[src/lcgrd_pkg.sv]
// Shared types and constants for the random range draw block.
package lcgrd_pkg;

  // Width of the seed, range and random value fields on the channels.
  localparam int unsigned FIELD_BITS = 64;

  // Default internal word width of the generator.
  localparam int unsigned WORD_BITS_DEF = 64;

  // Width of the recurrence constants.
  localparam int unsigned KBITS = 24;

  // Width of one long-division digit in the reductions by the recurrence constants.
  localparam int unsigned DIGIT_BITS = 8;

  // Width of the reciprocal constants.
  localparam int unsigned RBITS = 9;

  // Recurrence constants: multiplier, modulus of the mod term, divisor of the div term.
  localparam logic [KBITS-1:0] MUL_K = 24'd9065531;
  localparam logic [KBITS-1:0] MOD_K = 24'd9065533;
  localparam logic [KBITS-1:0] DIV_K = 24'd9065531;

  // Reciprocals floor(2^32 / divisor) of the two divisors. A digit estimate taken with them
  // is never high and at most one low.
  localparam logic [RBITS-1:0] RCP_MOD_K = 9'd473;
  localparam logic [RBITS-1:0] RCP_DIV_K = 9'd473;

  // Request opcodes.
  typedef enum logic [0:0] {
    OP_DRAW = 1'b0,
    OP_LOAD = 1'b1
  } op_t;

  // Sequencer states of the top level.
  typedef enum logic [2:0] {
    ST_IDLE,
    ST_CEST,
    ST_CFIX,
    ST_PROD,
    ST_MIX,
    ST_MODR,
    ST_DONE
  } state_t;

  // Status of the divider.
  typedef struct packed {
    logic busy;
    logic done;
  } div_stat_t;

endpackage

[src/lcgrd_if.sv]
// Request and result channel interfaces of the random range draw block.
interface lcgrd_in_if;
  logic                              valid;
  logic                              ready;
  logic                              opcode;
  logic [lcgrd_pkg::FIELD_BITS-1:0]  seed_value;
  logic [lcgrd_pkg::FIELD_BITS-1:0]  range_limit;

  modport source (output valid, output opcode, output seed_value, output range_limit,
                  input ready);
  modport sink   (input valid, input opcode, input seed_value, input range_limit,
                  output ready);
endinterface

interface lcgrd_out_if;
  logic                              valid;
  logic                              ready;
  logic [lcgrd_pkg::FIELD_BITS-1:0]  random_value;
  logic                              range_fault;

  modport source (output valid, output random_value, output range_fault, input ready);
  modport sink   (input valid, input random_value, input range_fault, output ready);
endinterface

[src/lcgrd_div.sv]
// Radix-2 restoring divider, one quotient bit per cycle, used for the remainder by the range.
module lcgrd_div #(
  parameter int unsigned W = lcgrd_pkg::WORD_BITS_DEF
) (
  input  logic                  clk,
  input  logic                  rst_n,
  input  logic                  start,
  input  logic [W-1:0]          dividend,
  input  logic [W-1:0]          divisor,
  output logic [W-1:0]          quotient,
  output logic [W-1:0]          remainder,
  output lcgrd_pkg::div_stat_t  stat
);

  localparam int unsigned CW = $clog2(W);

  logic [W-1:0]  quo_r, quo_nxt;
  logic [W-1:0]  rem_r, rem_nxt;
  logic [W-1:0]  dsr_r;
  logic [CW-1:0] cnt_r;
  logic          busy_r;
  logic          done_r;
  logic [W:0]    shifted;
  logic [W:0]    diff;
  logic          fits;

  always_comb begin
    shifted = {rem_r, quo_r[W-1]};
    diff    = shifted - {1'b0, dsr_r};
    fits    = ~diff[W];
    rem_nxt = fits ? diff[W-1:0] : shifted[W-1:0];
    quo_nxt = {quo_r[W-2:0], fits};
  end

  always_ff @(posedge clk) begin
    if (!rst_n) begin
      busy_r <= 1'b0;
      done_r <= 1'b0;
    end else begin
      done_r <= 1'b0;
      if (start) begin
        busy_r <= 1'b1;
      end else if (busy_r && cnt_r == '0) begin
        busy_r <= 1'b0;
        done_r <= 1'b1;
      end
    end
  end

  always_ff @(posedge clk) begin
    if (start) begin
      quo_r <= dividend;
      rem_r <= '0;
      dsr_r <= divisor;
      cnt_r <= CW'(W - 1);
    end else if (busy_r) begin
      quo_r <= quo_nxt;
      rem_r <= rem_nxt;
      cnt_r <= cnt_r - 1'b1;
    end
  end

  assign quotient  = quo_r;
  assign remainder = rem_r;
  assign stat.busy = busy_r;
  assign stat.done = done_r;

endmodule

[src/lcg_random_range_draw.sv]
// Top level of the random range draw block: seed register, sequencer and output register.
// A draw runs eight radix-256 digit steps by both recurrence constants, forms the new seed in
// ST_PROD and ST_MIX and then takes it modulo the range on the radix-2 divider; a zero range
// skips the divider. The block takes one request at a time: a draw holds off the next request
// until its result goes to the output register, and while idle a load is taken every cycle with
// no result. Reset clears the seed to zero and empties the block.
module lcg_random_range_draw #(
  parameter int unsigned WORD_BITS = lcgrd_pkg::WORD_BITS_DEF
) (
  input  logic        clk,
  input  logic        rst_n,
  lcgrd_in_if.sink    in_chan,
  lcgrd_out_if.source out_chan
);

  localparam int unsigned W    = WORD_BITS;
  localparam int unsigned KB   = lcgrd_pkg::KBITS;
  localparam int unsigned DB   = lcgrd_pkg::DIGIT_BITS;
  localparam int unsigned RB   = lcgrd_pkg::RBITS;
  localparam int unsigned FB   = lcgrd_pkg::FIELD_BITS;
  localparam int unsigned XB   = KB + DB;
  localparam int unsigned PB   = XB + RB;
  localparam int unsigned NDIG = FB / DB;
  localparam int unsigned CB   = $clog2(NDIG);

  lcgrd_pkg::state_t state_r, state_nxt;

  // Generator state and per-request working registers.
  logic [W-1:0]      seed_r, seed_nxt;
  logic [W-1:0]      range_r, range_nxt;
  logic [2*KB-1:0]   prod_r, prod_nxt;
  logic [W-1:0]      res_r, res_nxt;
  logic              fault_r, fault_nxt;

  // Long division of the seed by the two recurrence constants, one byte per step. Seed bytes
  // leave the shift register at the top while quotient bytes of the div term enter at the bottom.
  logic [FB-1:0]     sh_r, sh_nxt;
  logic [KB-1:0]     remq_r, remq_nxt;
  logic [KB-1:0]     remm_r, remm_nxt;
  logic [DB-1:0]     estq_r, estq_nxt;
  logic [DB-1:0]     estm_r, estm_nxt;
  logic [CB-1:0]     dig_r, dig_nxt;

  // Output register.
  logic              out_valid_r, out_valid_nxt;
  logic [W-1:0]      out_value_r, out_value_nxt;
  logic              out_fault_r, out_fault_nxt;

  // Divider hookup.
  logic                 div_start;
  logic [W-1:0]         div_dividend;
  logic [W-1:0]         div_divisor;
  logic [W-1:0]         div_quotient;
  logic [W-1:0]         div_remainder;
  lcgrd_pkg::div_stat_t div_stat;

  // Digit step terms for the div term (q) and the mod term (m).
  logic [XB-1:0] xq, xm;
  logic [PB-1:0] pq, pm;
  logic [XB-1:0] tq, tm;
  logic [XB-1:0] tq_red, tm_red;
  logic          fq, fm;
  logic [DB-1:0] digq;

  logic in_accept;
  logic [W-1:0] mixed_seed;

  assign in_chan.ready = (state_r == lcgrd_pkg::ST_IDLE);
  assign in_accept     = in_chan.valid && in_chan.ready;

  // The partial dividend of a step is the running remainder with the next seed byte below it.
  // It stays under 256 times the divisor, so the digit is at most 255.
  assign xq = {remq_r, sh_r[FB-1 -: DB]};
  assign xm = {remm_r, sh_r[FB-1 -: DB]};

  // Digit estimate by reciprocal multiplication; it is exact or one low.
  assign pq = {{RB{1'b0}}, xq} * {{XB{1'b0}}, lcgrd_pkg::RCP_DIV_K};
  assign pm = {{RB{1'b0}}, xm} * {{XB{1'b0}}, lcgrd_pkg::RCP_MOD_K};

  // What is left after the estimate is below twice the divisor, so one compare and subtract
  // settles the digit and the remainder.
  assign tq     = xq - {{KB{1'b0}}, estq_r} * {{DB{1'b0}}, lcgrd_pkg::DIV_K};
  assign tm     = xm - {{KB{1'b0}}, estm_r} * {{DB{1'b0}}, lcgrd_pkg::MOD_K};
  assign fq     = (tq >= {{DB{1'b0}}, lcgrd_pkg::DIV_K});
  assign fm     = (tm >= {{DB{1'b0}}, lcgrd_pkg::MOD_K});
  assign tq_red = fq ? tq - {{DB{1'b0}}, lcgrd_pkg::DIV_K} : tq;
  assign tm_red = fm ? tm - {{DB{1'b0}}, lcgrd_pkg::MOD_K} : tm;
  assign digq   = fq ? estq_r + DB'(1) : estq_r;

  // Closing step of the recurrence: product of the mod term minus twice the div term, plus one.
  assign mixed_seed = W'(prod_r) - {sh_r[W-2:0], 1'b0} + W'(1);

  // The divider only ever reduces the new seed by the requested range.
  assign div_dividend = mixed_seed;
  assign div_divisor  = range_r;

  lcgrd_div #(
    .W (W)
  ) u_div (
    .clk       (clk),
    .rst_n     (rst_n),
    .start     (div_start),
    .dividend  (div_dividend),
    .divisor   (div_divisor),
    .quotient  (div_quotient),
    .remainder (div_remainder),
    .stat      (div_stat)
  );

  always_comb begin
    state_nxt     = state_r;
    seed_nxt      = seed_r;
    range_nxt     = range_r;
    prod_nxt      = prod_r;
    res_nxt       = res_r;
    fault_nxt     = fault_r;
    sh_nxt        = sh_r;
    remq_nxt      = remq_r;
    remm_nxt      = remm_r;
    estq_nxt      = estq_r;
    estm_nxt      = estm_r;
    dig_nxt       = dig_r;
    out_valid_nxt = out_valid_r;
    out_value_nxt = out_value_r;
    out_fault_nxt = out_fault_r;
    div_start     = 1'b0;

    // A waiting result leaves once the sink takes it.
    if (out_valid_r && out_chan.ready) begin
      out_valid_nxt = 1'b0;
    end

    unique case (state_r)
      lcgrd_pkg::ST_IDLE: begin
        if (in_accept) begin
          if (in_chan.opcode == lcgrd_pkg::OP_LOAD) begin
            seed_nxt = in_chan.seed_value[W-1:0];
          end else begin
            // Start the byte-wise long division of the seed by both constants.
            range_nxt = in_chan.range_limit[W-1:0];
            sh_nxt    = FB'(seed_r);
            remq_nxt  = '0;
            remm_nxt  = '0;
            dig_nxt   = '0;
            state_nxt = lcgrd_pkg::ST_CEST;
          end
        end
      end
      lcgrd_pkg::ST_CEST: begin
        estq_nxt  = pq[XB +: DB];
        estm_nxt  = pm[XB +: DB];
        state_nxt = lcgrd_pkg::ST_CFIX;
      end
      lcgrd_pkg::ST_CFIX: begin
        remq_nxt = tq_red[KB-1:0];
        remm_nxt = tm_red[KB-1:0];
        sh_nxt   = {sh_r[FB-DB-1:0], digq};
        dig_nxt  = dig_r + CB'(1);
        if (dig_r == CB'(NDIG - 1)) begin
          state_nxt = lcgrd_pkg::ST_PROD;
        end else begin
          state_nxt = lcgrd_pkg::ST_CEST;
        end
      end
      lcgrd_pkg::ST_PROD: begin
        // The mod term is below the 24-bit modulus, so a narrow multiply covers it.
        prod_nxt  = {{KB{1'b0}}, lcgrd_pkg::MUL_K} * {{KB{1'b0}}, remm_r};
        state_nxt = lcgrd_pkg::ST_MIX;
      end
      lcgrd_pkg::ST_MIX: begin
        seed_nxt = mixed_seed;
        if (range_r == '0) begin
          // Zero range: the seed still advances, the result is zero with the fault flag.
          res_nxt   = '0;
          fault_nxt = 1'b1;
          state_nxt = lcgrd_pkg::ST_DONE;
        end else begin
          // New seed modulo the requested range on the divider.
          div_start = 1'b1;
          state_nxt = lcgrd_pkg::ST_MODR;
        end
      end
      lcgrd_pkg::ST_MODR: begin
        if (div_stat.done) begin
          res_nxt   = div_remainder;
          fault_nxt = 1'b0;
          state_nxt = lcgrd_pkg::ST_DONE;
        end
      end
      lcgrd_pkg::ST_DONE: begin
        // Hand the result to the output register once it is free or being emptied.
        if (!out_valid_r || out_chan.ready) begin
          out_valid_nxt = 1'b1;
          out_value_nxt = res_r;
          out_fault_nxt = fault_r;
          state_nxt     = lcgrd_pkg::ST_IDLE;
        end
      end
      default: begin
        state_nxt = lcgrd_pkg::ST_IDLE;
      end
    endcase
  end

  always_ff @(posedge clk) begin
    if (!rst_n) begin
      state_r     <= lcgrd_pkg::ST_IDLE;
      seed_r      <= '0;
      out_valid_r <= 1'b0;
    end else begin
      state_r     <= state_nxt;
      seed_r      <= seed_nxt;
      out_valid_r <= out_valid_nxt;
    end
  end

  always_ff @(posedge clk) begin
    range_r     <= range_nxt;
    prod_r      <= prod_nxt;
    res_r       <= res_nxt;
    fault_r     <= fault_nxt;
    sh_r        <= sh_nxt;
    remq_r      <= remq_nxt;
    remm_r      <= remm_nxt;
    estq_r      <= estq_nxt;
    estm_r      <= estm_nxt;
    dig_r       <= dig_nxt;
    out_value_r <= out_value_nxt;
    out_fault_r <= out_fault_nxt;
  end

  assign out_chan.valid        = out_valid_r;
  assign out_chan.random_value = FB'(out_value_r);
  assign out_chan.range_fault  = out_fault_r;

  // A faulted result always carries a zero value.
  a_fault_zero: assert property (@(posedge clk) disable iff (!rst_n)
    out_chan.valid && out_chan.range_fault |-> out_chan.random_value == '0)
    else $error("range fault with nonzero value");

  // A load request lands in the seed register on the next cycle.
  a_load_seed: assert property (@(posedge clk) disable iff (!rst_n)
    in_accept && in_chan.opcode == lcgrd_pkg::OP_LOAD
      |=> seed_r == $past(in_chan.seed_value[W-1:0]))
    else $error("seed load lost");

  // The divider only finishes while the sequencer waits on it.
  a_div_owner: assert property (@(posedge clk) disable iff (!rst_n)
    div_stat.done |-> state_r == lcgrd_pkg::ST_MODR)
    else $error("divider finished with no pass pending");

  // A finished draw with a nonzero range stays below that range.
  a_res_range: assert property (@(posedge clk) disable iff (!rst_n)
    state_r == lcgrd_pkg::ST_DONE && !fault_r |-> res_r < range_r)
    else $error("draw result not below range");

endmodule
[src/flat_wrapper.sv]
// flat-port wrapper written by rule: the top's interface ports become plain ports
module lcg_random_range_draw_flat 
#(
  parameter int unsigned WORD_BITS = lcgrd_pkg::WORD_BITS_DEF
)
  (clk, rst_n, in_chan_valid, in_chan_opcode, in_chan_seed_value, in_chan_range_limit, in_chan_ready, out_chan_valid, out_chan_random_value, out_chan_range_fault, out_chan_ready);
  lcgrd_in_if in_chan_i ();
  lcgrd_out_if out_chan_i ();
  input  logic clk;
  input  logic rst_n;
  input wire logic [$bits(in_chan_i.valid)-1:0] in_chan_valid;
  input wire logic [$bits(in_chan_i.opcode)-1:0] in_chan_opcode;
  input wire logic [$bits(in_chan_i.seed_value)-1:0] in_chan_seed_value;
  input wire logic [$bits(in_chan_i.range_limit)-1:0] in_chan_range_limit;
  output wire logic [$bits(in_chan_i.ready)-1:0] in_chan_ready;
  output wire logic [$bits(out_chan_i.valid)-1:0] out_chan_valid;
  output wire logic [$bits(out_chan_i.random_value)-1:0] out_chan_random_value;
  output wire logic [$bits(out_chan_i.range_fault)-1:0] out_chan_range_fault;
  input wire logic [$bits(out_chan_i.ready)-1:0] out_chan_ready;
  assign in_chan_i.valid = in_chan_valid;
  assign in_chan_i.opcode = in_chan_opcode;
  assign in_chan_i.seed_value = in_chan_seed_value;
  assign in_chan_i.range_limit = in_chan_range_limit;
  assign in_chan_ready = in_chan_i.ready;
  assign out_chan_valid = out_chan_i.valid;
  assign out_chan_random_value = out_chan_i.random_value;
  assign out_chan_range_fault = out_chan_i.range_fault;
  assign out_chan_i.ready = out_chan_ready;
  lcg_random_range_draw #(.WORD_BITS(WORD_BITS)) u_core (.clk(clk), .rst_n(rst_n), .in_chan(in_chan_i), .out_chan(out_chan_i));
endmodule
[config.mk]
export PLATFORM = sky130hd
export DESIGN_NAME = lcg_random_range_draw_flat
export DESIGN_NICKNAME = d
export VERILOG_FILES = /design/src/lcgrd_pkg.sv /design/src/lcgrd_if.sv /design/src/lcgrd_div.sv /design/src/lcg_random_range_draw.sv /design/src/flat_wrapper.sv
export SDC_FILE = /design/constraint.sdc
export NUM_CORES = 2
export LEC_CHECK = 0
export BUFFER_PORTS_ARGS = -buffer_cell sky130_fd_sc_hd__buf_2
export CAP_MARGIN = 5
export CORE_ASPECT_RATIO = 1.5
export CORE_UTILIZATION = 65
export DETAILED_ROUTE_END_ITERATION = 10
export GPL_ROUTABILITY_DRIVEN = 0
export GPL_TIMING_DRIVEN = 0
export PLACE_DENSITY = 0.83
export SLEW_MARGIN = 20
export SYNTH_ARGS = -nofsm -noshare
export SYNTH_HDL_FRONTEND = slang
export SYNTH_HIERARCHICAL = 1
export SYNTH_SLANG_ARGS = --single-unit
[constraint.sdc]
create_clock -name clk -period 15.5 [get_ports clk]
set_input_delay 4.65 -clock clk [delete_from_list [all_inputs] [get_ports clk]]
set_output_delay 4.65 -clock clk [all_outputs]
set_load 0.03 [all_outputs]
==> metrics.log <==
[metrics] run status: finished clean
[metrics] number of filler cells placed in the layout: 6098
[metrics] first-pass iteration count of the detailed router: 6
[metrics] Top Family by Delay on Critical Path: adder cells
[metrics] Post-Synthesis Cells: 5806
[metrics] vias post-DR: 45528
[metrics] Tightest Pin Transition: 1.24 ns
[metrics] Post-CTS Hold Fix Bufs: 0
[metrics] final number of hold-violating endpoints: 0
[metrics] remaining number of nets flagged by the antenna check after routing: 0
[metrics] violation count after the first detailed-routing iteration: 3310
[metrics] number of setup buffers added after CTS: 0
[metrics] Worst setup EP type: flop
[metrics] Layout Nets: 7552
[metrics] Placed Instances: 7198
[metrics] global route overflow: 0
[metrics] footprint of the multi-input gates: 0.0375 sq mm
[metrics] footprint of the flip-flops and latches: 0.0178 sq mm
[metrics] crit path max-delay cell type: sky130_fd_sc_hd__edfxtp_1
[metrics] core area: 0.0904 sq mm
[metrics] cell repeated most along the worst path: sky130_fd_sc_hd__fa_1
[metrics] setup slack of the most critical reg-to-reg path: 7.30 ns
[metrics] starting density of the core: 65.7%
[metrics] reg2reg end: u_core/prod_r[47]
[metrics] final critical-path share of the clock period: 52.9%
[metrics] count of instances resized after the clock tree is built: 0
[metrics] wire length of the first global-routing pass: 254000 microns
[metrics] Fmax: 0.122 GHz
[metrics] average instance area after synthesis: 10.2 sq um
[metrics] buffers and inverters on the worst path: 4
[metrics] number of top-level pins: 200
[metrics] vias in the first global route: 47609
[metrics] Net Count, Synth: 7263
[metrics] Die Span X: 249 microns
[metrics] Die Outline Area: 0.0926 sq mm
[metrics] # DRC: 0
[metrics] average routed wire per standard cell: 22.3 microns
[metrics] Vert. Die Dim: 372 microns
[metrics] Max Cap Violations: 0
[metrics] min Tclk post-route: 8.20 ns
[metrics] Slew headroom: 17.0%
[metrics] Yosys warning total: 6
[metrics] required time at the endpoint of the critical path: 15.91 ns
[metrics] area growth from synthesis to layout: 8.58%
[metrics] Worst Hold Path Cells: 0
[metrics] reg2reg start: u_core/remm_r[19]
[metrics] row count: 135
[metrics] clk sink count: 641
[metrics] TritonCTS clock tree: yes
[metrics] delay of the slowest cell on the worst path: 0.79 ns
[metrics] hold wc startpoint: u_core/res_r[5]
[metrics] depth of the most critical reg-to-reg path: 24
[metrics] WS Path Type: flop to flop
[metrics] startpoint types: flop
[metrics] register clock-pin slew on the reported worst setup and hold paths: 0.07 ns
[metrics] area of the mapped netlist: 0.0594 sq mm
[metrics] top fanout value on the critical path: 11
[metrics] setup repair after global routing missed its margin: no
[metrics] count of pins over their slew limit: 0
[metrics] worst min-delay path class: flop to flop
[metrics] final HPWL from detailed placement: 131000 microns
[metrics] cell at the root of the clock tree: sky130_fd_sc_hd__clkbuf_16
[metrics] pin count of the biggest net entering global routing: 34
[metrics] worst skew pair latency: 0.67 ns
[metrics] Setup TNS: 0 ns
[metrics] number of CTS-inserted buffers: 59
[metrics] CP cell instances: inv_1 > fa_1 > fa_1 > inv_1 > fa_1 > fa_1 > fa_1 > fa_1 > inv_1 > fa_1 > inv_1 > ha_1 > and4_1 > and3_1 > o2111ai_1 > or2_2 > o211ai_1 > a211oi_1 > o31ai_1 > a21oi_1 > nor2b_1 > o21a_1 > o21ai_0 > xnor2_1
[metrics] Global Route Usage Sum: 35.5%
[metrics] Worst Clk Skew: 0.0302 ns
[metrics] count of buffers from port buffering: 199
[metrics] final-report setup violation count: 0
[metrics] H-tree depth reported by CTS: 2
[metrics] endpoint of the worst hold-timing path: u_core/out_chan.random_value[5]
[metrics] antenna violations before repair: 8
[metrics] total detailed-routing wirelength: 163000 microns
[metrics] buffers from clock root to sink, at most: 3
[metrics] final instance count without filler cells: 7314
[metrics] post-detailed-route via-to-cell ratio: 6.22
[metrics] share of cells above drive strength 1: 8.74%
[metrics] Arr. time, crit path: 8.62 ns
[per-layer routing]
layer	vias up	GRT usage, %	share of wire, %
met5	-	0	0.026
met2	2098	64.7	50
li1	20726	-	-
met3	818	5.16	6.8
met1	21880	36.6	33
met4	6	28.4	9.3
[cell usage in the layout (no fill, tap or decap), drive strengths merged, types with 207 or more instances in the layout]
master,count
a21oi,312
buf,271
clkbuf,207
edfxtp,501
fa,497
ha,827
inv,879
nand2,466
nor2,295
o21ai,266
[flip-flops by register name, indices dropped and copies added, names as in the netlist, 6 cells and up]
register,flops
u_core/u_div/dsr_r,64
u_core/remq_r,24
u_core/remm_r,24
u_core/estm_r,8
u_core/div_divisor,64
u_core/u_div/cnt_r,6
u_core/estq_r,8
u_core/u_div/remainder,64
u_core/u_div/quotient,64
u_core/sh_r,64
u_core/prod_r,48
u_core/out_chan.random_value,64
u_core/seed_r,64
u_core/res_r,64
[layout make-up]
cell class              instances  area share (%)
multi-input cells            4115            58.1
flip-flops and latches        641            27.7
inverters                     872            5.08
clock buffers                  73            2.50
well taps                    1164            2.26
repair buffers                228            2.24
plain buffers                 178            1.39
clock inverters                39           0.780
diodes                          4          0.0155
[worst max-delay path by stage]
stage / from / end / depth (start not counted)
final: u_core/remm_r[19] / u_core/prod_r[47] / 24
after global routing: u_core/remm_r[19] / u_core/prod_r[47] / 24
after CTS: u_core/remm_r[19] / u_core/prod_r[47] / 24
after detailed placement: u_core/remm_r[19] / u_core/prod_r[47] / 24
after global placement: in_chan_opcode / u_core/sh_r[36] / 3
after floorplan: in_chan_opcode / u_core/dig_r[0] / 2
[stage by stage]
stage	hold slack [ns]	util (%)	setup WS, ns	instance area [sq um]
6_report	0.416	71.4	7.30	64500
3_3_place_gp	0.400	68.5	-2.81	61900
4_1_cts	0.418	71.4	7.27	64500
5_1_grt	0.420	71.4	6.94	64500
2_1_floorplan	0.400	-	1.60	59400
3_5_place_dp	0.405	69.0	7.29	62400
Power is not shown: default switching activity piles up to over one toggle a cycle in this logic, so the estimate is an artifact.
